===== src/sv/shti_pkg.sv =====
// shti_pkg: types and constants for the soft hyphen transition inserter
// no dependencies; imported by soft_hyphen_transition_inserter

package shti_pkg;

	localparam int unsigned CpWidth     = 21;
	localparam int unsigned MaskWidth   = 64;
	localparam int unsigned SetSpan     = 128;
	localparam int unsigned SetIdxWidth = $clog2(SetSpan);
	localparam int unsigned MaxResults  = 4;
	localparam int unsigned CntWidth    = $clog2(MaxResults + 1);
	localparam int unsigned SlotWidth   = $clog2(MaxResults);
	localparam int unsigned CfgIdxWidth = 3;

	typedef logic [CpWidth-1:0] cp_t;

	localparam cp_t ChSpace     = cp_t'(32'h20);
	localparam cp_t ChNewline   = cp_t'(32'h0A);
	localparam cp_t ChBackslash = cp_t'(32'h5C);
	localparam cp_t ChStar      = cp_t'(32'h2A);
	localparam cp_t ChShy       = cp_t'(32'hAD);

	typedef enum logic [CfgIdxWidth-1:0] {
		REG_BLOCK_BASE     = 3'd0,
		REG_FIRST_MASK_LO  = 3'd1,
		REG_FIRST_MASK_HI  = 3'd2,
		REG_SECOND_MASK_LO = 3'd3,
		REG_SECOND_MASK_HI = 3'd4
	} cfg_reg_t;

	typedef struct packed {
		cp_t  cp;
		logic last;
	} res_t;

endpackage


===== src/sv/soft_hyphen_transition_inserter.sv =====
// soft_hyphen_transition_inserter: inserts soft hyphens at first-set to second-set transitions
// depends on shti_pkg

// A character stream enters one transaction per cycle unless in_stall holds it. Each accepted
// character is held in an input stage, then evaluated against the line state in one pass and
// its results (zero to four: an optional soft hyphen, the held back character, and on
// end_of_text an optional hyphen and the character itself) are loaded into a four-entry result
// register that drains one result per cycle while out_stall is low. Output runs one character
// behind input because a hyphen before a character depends on whether the next character is a
// space; end_of_text flushes that lag, marks the final result with out_last and returns the line
// state to reset. Rate: the input stage moves on once the result register is empty or down to
// its last entry being taken; plain text without inserted hyphens runs at one character per
// cycle while out_stall is low, and a character's results pass from the input stage into the
// result register before they reach the output.
// The set bitmaps cover 128 code points from block_base; configuration is taken every cycle
// (cfg_ready is always high) and must only be written while the block is idle.

module soft_hyphen_transition_inserter
	import shti_pkg::*;
(
	input  logic                        clk,
	input  logic                        arst_n,
	// configuration write channel
	input  logic                        cfg_valid,
	output logic                        cfg_ready,
	input  logic [CfgIdxWidth-1:0]      cfg_index,
	input  logic [MaskWidth-1:0]        cfg_data,
	// character input channel
	input  logic                        in_valid,
	output logic                        in_stall,
	input  logic [CpWidth-1:0]          code_point,
	input  logic                        end_of_text,
	// result output channel
	output logic                        out_valid,
	input  logic                        out_stall,
	output logic [CpWidth-1:0]          out_code_point,
	output logic                        out_last
);

	// configuration registers
	cp_t                  block_base_q;
	logic [SetSpan-1:0]   first_mask_q;
	logic [SetSpan-1:0]   second_mask_q;

	// input stage
	logic                 valid_s1;
	cp_t                  cp_s1;
	logic                 eot_s1;

	// line and lag state
	logic                 pend_valid_q;
	cp_t                  pend_char_q;
	logic                 pend_cand_q;
	logic                 back_one_q;
	logic                 back_two_q;
	logic                 prior_q;
	logic                 marker_q;

	// result register
	res_t                 rb_q [MaxResults];
	logic [CntWidth-1:0]  cnt_q;

	logic                 in_accept;
	logic                 pop;
	logic                 can_load;
	logic                 advance;

	// set lookup
	logic [CpWidth:0]     diff;
	logic                 in_window;
	logic                 is_space;
	logic                 first_hit;
	logic                 second_hit;

	// next state
	logic                 cand;
	logic                 back_one_n;
	logic                 back_two_n;
	logic                 prior_n;
	logic                 marker_n;

	// result packing
	res_t                 slot_item [MaxResults];
	logic [MaxResults-1:0] slot_en;
	res_t                 rb_n [MaxResults];
	logic [CntWidth-1:0]  cnt_n;

	// ---------------------------------------------------------------------------------------
	// configuration port, never busy
	// ---------------------------------------------------------------------------------------
	assign cfg_ready = 1'b1;

	always_ff @(posedge clk or negedge arst_n) begin
		if (!arst_n) begin
			block_base_q  <= '0;
			first_mask_q  <= '0;
			second_mask_q <= '0;
		end else if (cfg_valid && cfg_ready) begin
			case (cfg_index)
				REG_BLOCK_BASE:     block_base_q <= cfg_data[CpWidth-1:0];
				REG_FIRST_MASK_LO:  first_mask_q[MaskWidth-1:0] <= cfg_data;
				REG_FIRST_MASK_HI:  first_mask_q[SetSpan-1:MaskWidth] <= cfg_data;
				REG_SECOND_MASK_LO: second_mask_q[MaskWidth-1:0] <= cfg_data;
				REG_SECOND_MASK_HI: second_mask_q[SetSpan-1:MaskWidth] <= cfg_data;
				default: ; // indexes past the register list are dropped
			endcase
		end
	end

	// ---------------------------------------------------------------------------------------
	// handshakes
	// ---------------------------------------------------------------------------------------
	assign out_valid      = (cnt_q != '0);
	assign out_code_point = rb_q[0].cp;
	assign out_last       = rb_q[0].last;
	assign pop            = out_valid && !out_stall;

	// result register takes a new batch once empty or when its final entry leaves now
	assign can_load  = (cnt_q == '0) || ((cnt_q == CntWidth'(1)) && pop);
	assign advance   = valid_s1 && can_load;
	assign in_stall  = valid_s1 && !can_load;
	assign in_accept = in_valid && !in_stall;

	always_ff @(posedge clk or negedge arst_n) begin
		if (!arst_n) begin
			valid_s1 <= 1'b0;
		end else if (in_accept) begin
			valid_s1 <= 1'b1;
		end else if (advance) begin
			valid_s1 <= 1'b0;
		end
	end

	// payload of the input stage needs no reset
	always_ff @(posedge clk) begin
		if (in_accept) begin
			cp_s1  <= code_point;
			eot_s1 <= end_of_text;
		end
	end

	// ---------------------------------------------------------------------------------------
	// set membership: 128 code points from block_base upward, space never a member
	// ---------------------------------------------------------------------------------------
	assign diff       = {1'b0, cp_s1} - {1'b0, block_base_q};
	assign in_window  = !diff[CpWidth] && (diff[CpWidth-1:SetIdxWidth] == '0);
	assign is_space   = (cp_s1 == ChSpace);
	assign first_hit  = !is_space && in_window && first_mask_q[diff[SetIdxWidth-1:0]];
	assign second_hit = !is_space && in_window && second_mask_q[diff[SetIdxWidth-1:0]];

	// ---------------------------------------------------------------------------------------
	// line state update for the character in the input stage
	// ---------------------------------------------------------------------------------------
	always_comb begin
		cand       = 1'b0;
		back_one_n = back_one_q;
		back_two_n = back_two_q;
		prior_n    = prior_q;
		marker_n   = marker_q;
		if (cp_s1 == ChNewline) begin
			// newline starts a fresh line
			back_one_n = 1'b0;
			back_two_n = 1'b0;
			prior_n    = 1'b0;
			marker_n   = 1'b0;
		end else begin
			if (cp_s1 == ChBackslash) begin
				marker_n = 1'b1;
			end else if (marker_q) begin
				// marker text ends with space or asterisk, first-set flag holds across it
				if (is_space || (cp_s1 == ChStar)) begin
					marker_n = 1'b0;
				end
			end else begin
				cand    = prior_q && second_hit && !back_one_q && !back_two_q;
				prior_n = first_hit;
			end
			back_two_n = back_one_q;
			back_one_n = is_space;
		end
	end

	// ---------------------------------------------------------------------------------------
	// results in order: hyphen, held character, then on end of text hyphen and this character
	// ---------------------------------------------------------------------------------------
	always_comb begin
		slot_item[0] = '{cp: ChShy,       last: 1'b0};
		slot_item[1] = '{cp: pend_char_q, last: 1'b0};
		slot_item[2] = '{cp: ChShy,       last: 1'b0};
		slot_item[3] = '{cp: cp_s1,       last: 1'b1};
		slot_en[0]   = pend_valid_q && pend_cand_q && !is_space;
		slot_en[1]   = pend_valid_q;
		slot_en[2]   = eot_s1 && cand;
		slot_en[3]   = eot_s1;

		cnt_n = '0;
		for (int i = 0; i < MaxResults; i++) begin
			rb_n[i] = '0;
		end
		for (int i = 0; i < MaxResults; i++) begin
			if (slot_en[i]) begin
				rb_n[cnt_n[SlotWidth-1:0]] = slot_item[i];
				cnt_n = cnt_n + CntWidth'(1);
			end
		end
	end

	// ---------------------------------------------------------------------------------------
	// state registers
	// ---------------------------------------------------------------------------------------
	always_ff @(posedge clk or negedge arst_n) begin
		if (!arst_n) begin
			pend_valid_q <= 1'b0;
			pend_char_q  <= '0;
			pend_cand_q  <= 1'b0;
			back_one_q   <= 1'b0;
			back_two_q   <= 1'b0;
			prior_q      <= 1'b0;
			marker_q     <= 1'b0;
		end else if (advance) begin
			if (eot_s1) begin
				// end of text returns everything to reset
				pend_valid_q <= 1'b0;
				pend_char_q  <= '0;
				pend_cand_q  <= 1'b0;
				back_one_q   <= 1'b0;
				back_two_q   <= 1'b0;
				prior_q      <= 1'b0;
				marker_q     <= 1'b0;
			end else begin
				pend_valid_q <= 1'b1;
				pend_char_q  <= cp_s1;
				pend_cand_q  <= cand;
				back_one_q   <= back_one_n;
				back_two_q   <= back_two_n;
				prior_q      <= prior_n;
				marker_q     <= marker_n;
			end
		end
	end

	// result register count
	always_ff @(posedge clk or negedge arst_n) begin
		if (!arst_n) begin
			cnt_q <= '0;
		end else if (advance) begin
			cnt_q <= cnt_n;
		end else if (pop) begin
			cnt_q <= cnt_q - CntWidth'(1);
		end
	end

	// result entries shift down as each transaction leaves
	always_ff @(posedge clk) begin
		if (advance) begin
			for (int i = 0; i < MaxResults; i++) begin
				rb_q[i] <= rb_n[i];
			end
		end else if (pop) begin
			for (int i = 0; i < MaxResults - 1; i++) begin
				rb_q[i] <= rb_q[i+1];
			end
		end
	end

`ifndef SYNTHESIS
	// result count stays within the register depth
	a_cnt_bound: assert property (@(posedge clk) disable iff (!arst_n)
		cnt_q <= CntWidth'(MaxResults))
		else $error("result count beyond depth");

	// a new batch only lands on an empty or draining result register
	a_load_empty: assert property (@(posedge clk) disable iff (!arst_n)
		advance |-> ((cnt_q == '0) || ((cnt_q == CntWidth'(1)) && pop)))
		else $error("result batch loaded over live results");

	// while the final result waits, nothing is held back
	a_last_flushed: assert property (@(posedge clk) disable iff (!arst_n)
		(out_valid && out_last) |-> !pend_valid_q)
		else $error("held character left after end of text");

	// input only stalls behind an occupied input stage
	a_stall_cause: assert property (@(posedge clk) disable iff (!arst_n)
		in_stall |-> valid_s1)
		else $error("input stalled with empty input stage");

	// a stage that is not moved keeps its character
	a_s1_hold: assert property (@(posedge clk) disable iff (!arst_n)
		(valid_s1 && !advance) |=> (valid_s1 && $stable(cp_s1) && $stable(eot_s1)))
		else $error("input stage lost its character");
`endif

endmodule

===== config.mk =====
export PLATFORM = sky130hd
export DESIGN_NAME = soft_hyphen_transition_inserter
export DESIGN_NICKNAME = d
export VERILOG_FILES = /design/src/sv/shti_pkg.sv /design/src/sv/soft_hyphen_transition_inserter.sv
export SDC_FILE = /design/constraint.sdc
export NUM_CORES = 1
export LEC_CHECK = 0
export ABC_AREA = 1
export CORE_AREA = 10 10 272 209
export DETAILED_ROUTE_END_ITERATION = 12
export DIE_AREA = 0 0 282 219
export DONT_BUFFER_PORTS = 1
export MAX_ROUTING_LAYER = met4
export PLACE_DENSITY = 0.53
export SYNTH_ARGS = -nofsm -noshare
export SYNTH_HDL_FRONTEND = slang
export SYNTH_SLANG_ARGS = --single-unit

===== constraint.sdc =====
create_clock -name clk -period 4.5 [get_ports clk]
set_input_delay 0.45 -clock clk [delete_from_list [all_inputs] [get_ports clk]]
set_output_delay 0.45 -clock clk [all_outputs]
set_load 0.01 [all_outputs]

==> metrics.md, run 1 <==
| Metric | Value |
|---|---|
| Cts bufs inserted | 46 |
| Die Y | 219 µm |
| DR DRC count | 0 |
| Crit Reg-Reg Endpoint | rb_q[1][5] |
| Critical path, cell by cell | inv_1, ha_4, fa_2, xnor2_2, inv_2, buf_12, nand3_1, nand3_1, nand3_1, nand3_1, nand2_1, nand2_1, nand3_1, nor2_4, nand3_2, nand2_4, nor2_8, nand2_4, nor2_8, buf_4, nand2_1, nand3_1 |
| Pwr Density | 648 mW/mm² |
| Dpl cell area | 0.0210 mm² |
| Mux cell area share after synthesis | 0% |
| Fmax | roughly 0.23 GHz |
| Gp weighted congestion | between 0.8 and 0.9 |
| Clock Path Buffers | 3 |
| Crit path arrival time | 4.57 ns |
| Most frequent CP cell | nand3_1 |
| Core area | 0.0513 mm² |
| VDD IR max | about 370 µV |
| R2R Setup Slk | around 0.24 ns |
| Flops & latches, synth | 418 |
| Share of cells above drive strength 1 | about 6.5% |
| Finished Core Util | ~44% |
| Req. time, crit path | between 4 and 5 ns |
| Number of synthesized flops with an enable pin | 110 |
| CP peak stage delay | 0.42 ns |
| Worst-path fanout max | 27 |
| Slowest stage cell, crit path | edfxtp_1 |
| Main synth FF type | dfrtp_1 |
| Vias in the first global route | about 16000 |
| Synth Area in XOR/XNOR | less than 1% |
| Total GRT Usage | ~20% |
| Largest net degree at the start of global routing | 309 |
| WHS | -0.392 ns |
| I/O Pins | ~120 |
| Post-synthesis cell count | around 2500 |
| Area Growth Syn to Fin | 11.8% |
| Slew margin rel. | 39.0% |
| Syn nets | 2582 |
| Post-Layout Cell Count | 3136 |
| Simple-gate share of the synthesized area | between 20% and 30% |
| Cell chosen for the clock root | clkbuf_16 |
| DP Cell Count | about 3000 |
| Synth Area in Compound Gates | around 13% |
| Yosys warning total | 0 |
| Post-route design area | 0.0228 mm² |
| Asr flop ratio synth | between 70% and 80% |
| Initial Util | about 40% |
| Setup TNS | 0 ns |
| Status | finished, violations left |
| Rows | 72 |
| Number of max-cap violations | 0 |
| Max-slew violations | 0 |
| CP startpoint kind | flop |
| Global-route wire length before repair | ~96 mm |
| TritonCTS clock tree | yes |
| Post-route setup slack | 0.243 ns |
| First-pass iteration count of the detailed router | 8 |
| Fin nets | around 2600 |
| Sequential cell area fraction in the yosys report | 54.1% |
| Gr ovfl total | 0 |
| Final period utilization | between 90% and 100% |
| Clock skew | around 0.020 ns |
| R2R cell count | 22 |
| Failing checks | negative hold slack |
| Min cycle time layout | approximately 4.3 ns |
| Htree depth | 2 |
| Pre-CTS setup slack | ~0.32 ns |
| Adder-cell share of the synthesized area | 1.76% |
| Worst setup path class | reg2reg |
| Leak | approximately 11 nW |
| Die area | roughly 0.06 mm² |
| Worst-path clk slew | roughly 0.060 ns |
| Min-delay worst type | in2async |
| Post-Syn Area per Cell | between 8 and 9 µm² |
| RSZ-0062 raised after global routing | false |
| Clock latency on the worst-skew pair | between 0.5 and 0.6 ns |
| RR Startpoint | cp_s1[0] |
| Die W | between 200 and 300 µm |
| Worst-margin pin slew | between 0.9 and 1 ns |
| DR vias | about 17000 |
| Setup violators final | 0 |
| Vias/cell | 5.28 |
| Largest family of logic cells by synthesized area | simple AND/OR/NAND/NOR gates |
| 1st-iter DRT viols | approximately 1800 |
| Post-DRT Antenna Nets | 0 |
| Dpl hpwl | roughly 40 mm |
| CTS sink cnt | approximately 420 |
| IO buf count | 0 |
| Wire per inst | ~20 µm |
| Initial antenna violation count | 5 |
| Post-CTS Hold Fix Bufs | 23 |
| Final hold violation count | 308 |
| Detailed Route WL | ~61 mm |
| Worst Setup End Kind | flop |
| Synth cell types | between 40 and 50 |
| Mapped cell area | between 0.02 and 0.025 mm² |
-- repair_timing --
action / in CTS / in global routing
gates resized for setup: 0 / 1
buffers inserted: 0 / 3
hold endpoints to repair: 331 / 308
endpoints found under the setup margin: 0 / 2
-- cells in the final DEF, fill, tap and decap left out, types with 3 or more instances in the layout --
cell type      Yosys  final
ha_1              27     26
nand2_1          784    784
buf_12             0      7
dlygate4sd3_1      0     23
nand2_2            6      6
clkinv_2           0     10
inv_1            209    207
dfrtp_1          308    308
a22oi_1           16     16
nand3b_1           5      5
clkbuf_1          91     10
nand3_2            3      3
o21bai_1           3      3
o21ai_0          306    306
nor2_1            80     78
edfxtp_1         110    110
diode_2            0      5
buf_4              5     30
nor3_1             7      7
a32o_1             8      8
o22ai_1           22     22
or2_2              3      3
clkinv_1           3      5
inv_2              6      8
nand3_4            1      3
nand4_1            8      8
clkbuf_16          0     47
nand2_4            5      5
o21ai_1            5      5
nand3_1          258    256
clkbuf_8           0     11
a21oi_1           97     97
o21ai_2            9      9
nor2_4             1      3
o31ai_1            8      8
-- stage by stage --
stage          total power [mW]  hold WS, ns
3_3_place_gp               10.9        0.182
5_1_grt                    15.8       -0.419
4_1_cts                    14.8       -0.432
3_5_place_dp               10.9        0.181
6_report                   14.8       -0.392
2_1_floorplan              9.17        0.154
-- registers in the layout, indices dropped and copies added (netlist names), 3 cells and up --
register       flops
cp_s1             21
cnt_q              3
rb_q              88
second_mask_q    128
first_mask_q     128
block_base_q      21
pend_char_q       21
-- worst max-delay path by stage --
| stage | from | to | cells past startpoint |
|---|---|---|---|
| floorplan | cp_s1[0] | rb_q[1][1] | 24 |
| global placement | cp_s1[0] | rb_q[1][9] | 22 |
| detailed placement | cp_s1[0] | rb_q[1][9] | 22 |
| CTS | cp_s1[0] | rb_q[1][9] | 22 |
| global route | cp_s1[0] | rb_q[1][9] | 21 |
| finish | cp_s1[0] | rb_q[1][5] | 22 |
-- synth_stat cells, drive strengths merged (5+ instances only) --
| cell type | n | area share (%) |
|---|---|---|
| inv | 216 | 4.0 |
| nand3 | 262 | 6.6 |
| nand3b | 5 | 0.18 |
| o31ai | 8 | 0.29 |
| a21oi | 97 | 2.4 |
| nor3 | 7 | 0.17 |
| nand4 | 8 | 0.25 |
| buf | 50 | 1.3 |
| a22oi | 16 | 0.59 |
| nand2 | 795 | 15 |
| ha | 27 | 1.7 |
| o22ai | 22 | 0.68 |
| clkbuf | 91 | 1.7 |
| o21ai | 320 | 8.0 |
| nor2 | 83 | 1.7 |
| dfrtp | 308 | 38 |
| edfxtp | 110 | 16 |
| a32o | 8 | 0.39 |
-- layer usage --
layer	global-route usage [%]	up-vias	share of wire [%]
met5	-	-	0
met2	28.0	439	41
met1	30.1	8007	50
li1	-	8052	-
met4	4.20	0	1.5
met3	4.51	73	6.8
-- logic make-up (layout without fill, tap and decap cells) --
logic type | count (synthesis) | after routing
AOI/OAI and AO/OA | 481 | 481
buffers and inverters | 360 | 365
xor gates and xnor gates | 5 | 5
adders and majority gates | 28 | 28
other | 1 | 6
DFF | 418 | 418
and+or+nand+nor | 1167 | 1167
-- where the power goes --
| group | switching [mW] | leakage (nW) | internal [mW] |
|---|---|---|---|
| logic | 3.63 | 4.94 | 1.66 |
| clock network | 1.57 | 0.747 | 2.21 |
| registers | 0.587 | 4.98 | 5.10 |
| total | 5.79 | 10.7 | 8.97 |
-- area by class of cell --
cell class,instances,area (µm²)
Sequential cell,418,11000
Fill cell,5057,28500
Clock buffer,68,1370
Antenna cell,5,12.5
Multi-Input combinational cell,1682,7980
Timing Repair Buffer,61,607
Tap cell,666,833
Inverter,219,826
Clock inverter,17,141
-- worst max-delay path: cells and delay by family (launching register included) --
family | cells | cell delay, ns
AND/OR/NAND/NOR | 15 | 2.15
buffers and inverters | 4 | 0.67
adder cells (fa/ha/maj) | 2 | 0.54
flip-flops | 1 | 0.42
XOR/XNOR | 1 | 0.19
Power figures use the tool's default switching activity.
==> run 2: changes to the inputs <==
==> constraint.sdc (replaced) <==
create_clock -name clk -period 4.9 [get_ports clk]
set_input_delay 0.49 -clock clk [delete_from_list [all_inputs] [get_ports clk]]
set_output_delay 0.49 -clock clk [all_outputs]
set_load 0.01 [all_outputs]
==> run 2 against run 1 <==
Compared with the run above: the run still ends with negative hold slack left; hold slack better by 0.028 ns; global-route usage is 0.12 points lower; routed wire length is 0.96% lower; critical path depth is 3 lower; count of clock-buffer cells in the layout stayed put; first-iteration DRC count is 4.7% lower; clock skew is 0.0061 ns lower; sequential cell count stayed put; maximum frequency is 0.70% lower; register-to-register slack better by 0.37 ns; non-clock buffer count is 12 lower.
==> metrics.md, run 2 (synthesized netlist as in run 1, its figures left out) <==
| Metric | Value |
|---|---|
| Top flop regs | first_mask_q: 128 flops, second_mask_q: 128 flops, rb_q: 88 flops (unchanged) |
| Clock latency on the worst-skew pair | 0.58 ns (about the same) |
| Core area | 0.0513 mm² (unchanged) |
| 1st-iter DRT viols | 1694 (was 1778) |
| Setup TNS | 0 ns (unchanged) |
| Share of total power in sequential cells | 39.4% (was 38.5%) |
| Rows | 72 (unchanged) |
| Pwr Density | 591 mW/mm² (was 648 mW/mm²) |
| TritonCTS clock tree | yes (unchanged) |
| Clock Path Buffers | 3 (unchanged) |
| Largest net degree at the start of global routing | 309 (unchanged) |
| Slowest stage cell, crit path | nand2_1 (was edfxtp_1) |
| Cts repair resizes | 0 (unchanged) |
| Failing checks | negative hold slack (unchanged) |
| Share of cells above drive strength 1 | 5.72% (was 6.49%) |
| Post-DRT Antenna Nets | 0 (unchanged) |
| Cts bufs inserted | 45 (was 46) |
| DR vias | 16609 (was 16571) |
| Post-route design area | 0.0226 mm² (was 0.0228 mm²) |
| Post-CTS Hold Fix Bufs | 22 (was 23) |
| Critical path, cell by cell | inv_1, ha_4, fa_2, inv_2, buf_12, nand3_1, nand3_1, nand3_1, nand3_1, nand3_1, nand2_1, nand2_1, nand3_1, nor2_4, nand3_2, nand2_1, nor2_1, nand3_1, nand3_1 (was inv_1, ha_4, fa_2, xnor2_2, inv_2, buf_12, nand3_1, nand3_1, nand3_1, nand3_1, nand2_1, nand2_1, nand3_1, nor2_4, nand3_2, nand2_4, nor2_8, nand2_4, nor2_8, buf_4, nand2_1, nand3_1) |
| Crit path arrival time | 4.61 ns (was 4.57 ns) |
| CP startpoint kind | flop (unchanged) |
| Worst Setup End Kind | flop (unchanged) |
| Area Growth Syn to Fin | 10.9% (was 11.8%) |
| Dpl cell area | 0.0209 mm² (was 0.0210 mm²) |
| Pre-CTS setup slack | 0.616 ns (was 0.315 ns) |
| Clock share of power | 24.9% (was 25.6%) |
| Global-route wire length before repair | 95.9 mm (was 96.5 mm) |
| Worst-path fanout max | 72 (was 27) |
| Dpl hpwl | 39.7 mm (was 39.9 mm) |
| R2R cell count | 19 (was 22) |
| R2R Setup Slk | 0.61 ns (was 0.24 ns) |
| Total GRT Usage | 20.3% (was 20.4%) |
| CP peak stage delay | 0.66 ns (was 0.42 ns) |
| Internal power | 8.07 mW (was 8.97 mW) |
| Worst-path clk slew | 0.06 ns (about the same) |
| RR Startpoint | cp_s1[0] (unchanged) |
| Status | finished, violations left (unchanged) |
| Gp weighted congestion | 0.890 (was 0.898) |
| VDD IR max | 276 µV (was 368 µV) |
| Die area | 0.0618 mm² (unchanged) |
| Req. time, crit path | 5.22 ns (was 4.82 ns) |
| Htree depth | 2 (unchanged) |
| Worst-margin pin slew | 0.962 ns (was 0.915 ns) |
| Slew margin rel. | 35.8% (was 39.0%) |
| Min-delay worst type | in2async (unchanged) |
| Number of max-cap violations | 0 (unchanged) |
| CP startpoint | cp_s1[0] (unchanged) |
| Detailed Route WL | 60.7 mm (was 61.2 mm) |
| Leak | 10.5 nW (was 10.7 nW) |
| IO buf count | 0 (unchanged) |
| Fin nets | 2537 (was 2550) |
| Vias/cell | 5.33 (was 5.28) |
| Cell chosen for the clock root | clkbuf_16 (unchanged) |
| Min cycle time layout | 4.29 ns (was 4.26 ns) |
| Crit Reg-Reg Endpoint | rb_q[1][21] (was rb_q[1][5]) |
| DR DRC count | 0 (unchanged) |
| Vias in the first global route | 15856 (was 15994) |
| Setup bufs post-CTS | 0 (unchanged) |
| Post-route setup slack | 0.613 ns (was 0.243 ns) |
| I/O Pins | 119 (unchanged) |
| Worst setup path class | reg2reg (unchanged) |
| WHS | -0.364 ns (was -0.392 ns) |
| Final period utilization | 87.5% (was 94.6%) |
| Commonest cells after routing, fill and taps aside | nand2_1, dfrtp_1, o21ai_0 (unchanged) |
| Clock skew | 0.0140 ns (was 0.0201 ns) |
| P_sw | 5.26 mW (was 5.79 mW) |
| Comb power frac | 35.7% (was 35.8%) |
| Finished Core Util | 44.0% (was 44.4%) |
| End of the critical path | rb_q[1][21] (was rb_q[1][5]) |
| Die W | 282 µm (unchanged) |
| Setup violators final | 0 (unchanged) |
| Most common cell after layout, fill and taps aside | nand2_1 (unchanged) |
| Initial Util | 39.7% (unchanged) |
| Die Y | 219 µm (unchanged) |
| Final hold violation count | 308 (unchanged) |
| Initial antenna violation count | 7 (was 5) |
| Wire per inst | 19.5 µm (about the same) |
| Gr ovfl total | 0 (unchanged) |
| CTS sink cnt | 418 (unchanged) |
| Fmax | 0.233 GHz (was 0.235 GHz) |
| Sw Share | 39.4% (was 39.2%) |
| Max-slew violations | 0 (unchanged) |
| First-pass iteration count of the detailed router | 5 (was 8) |
| RSZ-0062 raised after global routing | false (unchanged) |
| Most frequent CP cell | nand3_1 (unchanged) |
[run 2: cell count changes in the layout (fill, tap and decap cells not counted), moves of 3 or more]
cell,change
buf_4,-9
clkinv_2,-3
clkbuf_8,-4
clkbuf_1,+4
[run 2: per-stage QoR]
stage	hold WS (ns)	std cells	total power, mW
after floorplan	0.194	2460	8.42
after global placement	0.219	3012	10.0
after detailed placement	0.217	3012	10.0
after CTS	-0.405	3113	13.4
after global routing	-0.390	3118	14.3
final	-0.364	3118	13.3
[run 2: per-layer routing]
metal,GRT usage [%],share of wire [%],up-vias
li1,-,-,8014
met1,30.7,50,7987
met2,27.3,41,546
met3,3.86,7.4,62
met4,4.47,1.6,0
met5,-,0,-
[run 2: area by class of cell]
type | instances | area [µm²]
fillers | 5003 | 28700
flip-flops and latches | 418 | 11000
multi-input cells | 1682 | 7980
clock buffers | 68 | 1330
well taps | 666 | 833
inverters | 219 | 826
repair buffers | 49 | 498
clock inverters | 11 | 91.3
diodes | 5 | 12.5
[run 2: worst min-delay path by stage]
stage | startpoint | end | slack (ns) | depth (start not counted)
2_1_floorplan | arst_n | back_one_q | 0.19 | 0
3_3_place_gp | arst_n | second_mask_q[122] | 0.22 | 0
3_5_place_dp | arst_n | first_mask_q[59] | 0.22 | 0
4_1_cts | arst_n | second_mask_q[122] | -0.40 | 0
5_1_grt | arst_n | second_mask_q[122] | -0.39 | 0
6_report | arst_n | second_mask_q[122] | -0.36 | 0
[run 2: critical path, delay by kind of cell, from the launching register on]
family	cells	cell delay, ns
buffers and inverters	3	0.43
and+or+nand+nor	14	2.40
DFF	1	0.41
adders and majority gates	2	0.76
[run 2: power groups by stage]
stage	combinational (mW)	sequential [mW]	clock (mW)
after global placement	4.71	5.29	0
after global routing	5.36	5.35	3.56
final	4.76	5.25	3.32
after detailed placement	4.72	5.31	0
after CTS	4.76	5.25	3.42
after floorplan	3.32	5.10	0
==> run 3: changes to the inputs <==
--- a/config.mk
+++ b/config.mk
@@ -7,9 +7,12 @@
 export LEC_CHECK = 0
 export ABC_AREA = 1
 export CORE_AREA = 10 10 272 209
+export CTS_BUF_LIST = sky130_fd_sc_hd__clkbuf_8
 export DETAILED_ROUTE_END_ITERATION = 12
 export DIE_AREA = 0 0 282 219
 export DONT_BUFFER_PORTS = 1
+export GPL_ROUTABILITY_DRIVEN = 0
+export HOLD_SLACK_MARGIN = 0.1
 export MAX_ROUTING_LAYER = met4
 export PLACE_DENSITY = 0.53
 export SYNTH_ARGS = -nofsm -noshare
==> run 3 against run 2 <==
Compared with the run above: the flow still finishes with violations (negative hold slack); clock skew is 0.019 ns higher; sequential power hardly changed; sequential share of layout area is 0.93 points lower; clock power is 5% lower; design area is 1.9% higher; hold slack worse by 0.072 ns; critical path depth stayed put; global-route usage is 0.31 points higher; critical endpoint unchanged; largest cell class unchanged.
==> metrics.md, run 3 (synthesized netlist as in run 1, its figures left out) <==
| Metric | Value |
|---|---|
| Leak | 10.9 nW (was 10.5 nW) |
| Initial antenna violation count | 7 (unchanged) |
| Vias/cell | 5.28 (was 5.33) |
| M1 GR Usage | 30.4% (was 30.7%) |
| Pwr Density | 572 mW/mm² (was 591 mW/mm²) |
| Fmax | 0.224 GHz (was 0.233 GHz) |
| Met2 usage | 27.8% (was 27.3%) |
| Die Y | 219 µm (unchanged) |
| Initial Util | 39.7% (unchanged) |
| Share of cells above drive strength 1 | 6.81% (was 5.72%) |
| Post-DRT Antenna Nets | 0 (unchanged) |
| I/O Pins | 119 (unchanged) |
| IO buf count | 0 (unchanged) |
| Max-slew violations | 0 (unchanged) |
| Worst Setup End Kind | flop (unchanged) |
| Crit path arrival time | 4.86 ns (was 4.61 ns) |
| Power consumption | 13.2 mW (was 13.3 mW) |
| DR DRC count | 0 (unchanged) |
| Core area | 0.0513 mm² (unchanged) |
| Worst-path fanout max | 56 (was 72) |
| Worst-path clk slew | 0.06 ns (about the same) |
| Gr ovfl total | 0 (unchanged) |
| CTS sink cnt | 418 (unchanged) |
| Grt met3 use | 4.90% (was 3.86%) |
| Number of max-cap violations | 0 (unchanged) |
| Worst setup path class | reg2reg (unchanged) |
| DR vias | 16944 (was 16609) |
| Post-route setup slack | 0.434 ns (was 0.613 ns) |
| Final hold violation count | 308 (unchanged) |
| Min-delay worst type | in2async (unchanged) |
| Worst-margin pin slew | 0.998 ns (was 0.962 ns) |
| Wire per inst | 19.2 µm (was 19.5 µm) |
| Cell chosen for the clock root | clkbuf_8 (was clkbuf_16) |
| DP Cell Count | 3011 (was 3012) |
| Clock Path Buffers | 3 (unchanged) |
| Failing checks | negative hold slack (unchanged) |
| Area Growth Syn to Fin | 13.0% (was 10.9%) |
| Clock latency on the worst-skew pair | 0.66 ns (was 0.58 ns) |
| First-pass iteration count of the detailed router | 6 (was 5) |
| Dpl hpwl | 39.3 mm (was 39.7 mm) |
| Cts repair resizes | 0 (unchanged) |
| Vias in the first global route | 16195 (was 15856) |
| Htree depth | 3 (was 2) |
| 1st-iter DRT viols | 1742 (was 1694) |
| TritonCTS clock tree | yes (unchanged) |
| Top flop regs | first_mask_q: 128 flops, second_mask_q: 128 flops, rb_q: 88 flops (unchanged) |
| Setup bufs post-CTS | 0 (unchanged) |
| Setup violators final | 0 (unchanged) |
| Min cycle time layout | 4.47 ns (was 4.29 ns) |
| Pre-CTS setup slack | 0.442 ns (was 0.616 ns) |
| CP startpoint kind | flop (unchanged) |
| Global-route wire length before repair | 97.0 mm (was 95.9 mm) |
| Dpl cell area | 0.0209 mm² (about the same) |
| Finished Core Util | 44.9% (was 44.0%) |
| Fin nets | 2610 (was 2537) |
| Slew margin rel. | 33.1% (was 35.8%) |
| FILL cells | 4987 (was 5003) |
| Rows | 72 (unchanged) |
| Post-CTS Hold Fix Bufs | 68 (was 22) |
| Cts bufs inserted | 73 (was 45) |
| Die area | 0.0618 mm² (unchanged) |
| Commonest cells after routing, fill and taps aside | nand2_1, dfrtp_1, o21ai_0 (unchanged) |
| Most common cell after layout, fill and taps aside | nand2_1 (unchanged) |
| Clock skew | 0.0332 ns (was 0.0140 ns) |
| Setup TNS | 0 ns (unchanged) |
| WHS | -0.436 ns (was -0.364 ns) |
| Req. time, crit path | 5.29 ns (was 5.22 ns) |
| Die W | 282 µm (unchanged) |
| Largest net degree at the start of global routing | 309 (unchanged) |
| Post-route design area | 0.0230 mm² (was 0.0226 mm²) |
| Final period utilization | 91.2% (was 87.5%) |
| Busiest grt layer | met1 (unchanged) |
| RSZ-0062 raised after global routing | false (unchanged) |
| VDD IR max | 325 µV (was 276 µV) |
| Detailed Route WL | 61.6 mm (was 60.7 mm) |
| Post-Layout Cell Count | 3210 (was 3118) |
| Total GRT Usage | 20.6% (was 20.3%) |
| Status | finished, violations left (unchanged) |
## run 3: cell count changes in the layout (fill, tap and decap cells not counted), moves of 3 or more
cell	before	now
clkbuf_8	7	91
clkbuf_16	47	0
dlygate4sd3_1	22	68
inv_1	207	234
clkbuf_1	14	0
clkinv_2	7	4
## run 3: report_power, final
part	total, mW	internal [mW]	switching [mW]
Combinational	4.79	1.49	3.29
Clock	3.14	1.66	1.47
Sequential	5.25	4.68	0.562
## run 3: worst max-delay path, stage by stage, from the launching register on
cell	delay, ns
edfxtp_1	0.43
inv_1	0.20
ha_4	0.35
clkinv_2	0.12
buf_4	0.52
nand2_1	0.12
nand3_1	0.10
nand3_1	0.17
nand3_1	0.17
nand3_1	0.11
nand3_1	0.12
nand2_1	0.06
nand2_1	0.05
nand3_1	0.12
nor2_4	0.23
nand3_2	0.23
nand2_1	0.64
nor2_1	0.17
nand3_1	0.13
nand3_1	0.11
## run 3: layout make-up
cell class	count	area (µm²)	area share [%]
Clock inverter	35	148	0.642
Tap cell	666	833	3.62
Inverter	219	826	3.59
Timing Repair Buffer	94	951	4.13
Multi-Input combinational cell	1682	7980	34.7
Sequential cell	418	11000	47.9
Clock buffer	91	1250	5.44
Antenna cell	5	12.5	0.0544
## run 3: worst paths after layout
| kind | from | to | slack (ns) | cells past startpoint |
|---|---|---|---|---|
| worst max-delay path | cp_s1[0] | rb_q[1][21] | 0.43 | 19 |
| worst min-delay path | arst_n | first_mask_q[120] | -0.44 | 0 |
| worst max register to register | cp_s1[0] | rb_q[1][21] | 0.43 | 19 |
| worst min register to register | second_mask_q[40] | second_mask_q[40] | 0.48 | 2 |
| max in group asynchronous | arst_n | valid_s1 | 4.80 | 0 |
| min in group clk | cfg_data[20] | block_base_q[20] | 0.15 | 2 |
## run 3: routing by layer
metal  share of wire (%)  routed length [µm]
met5                   0                   0
met2                  41               25300
met1                  50               30600
met4                 1.7                1070
met3                 7.5                4620
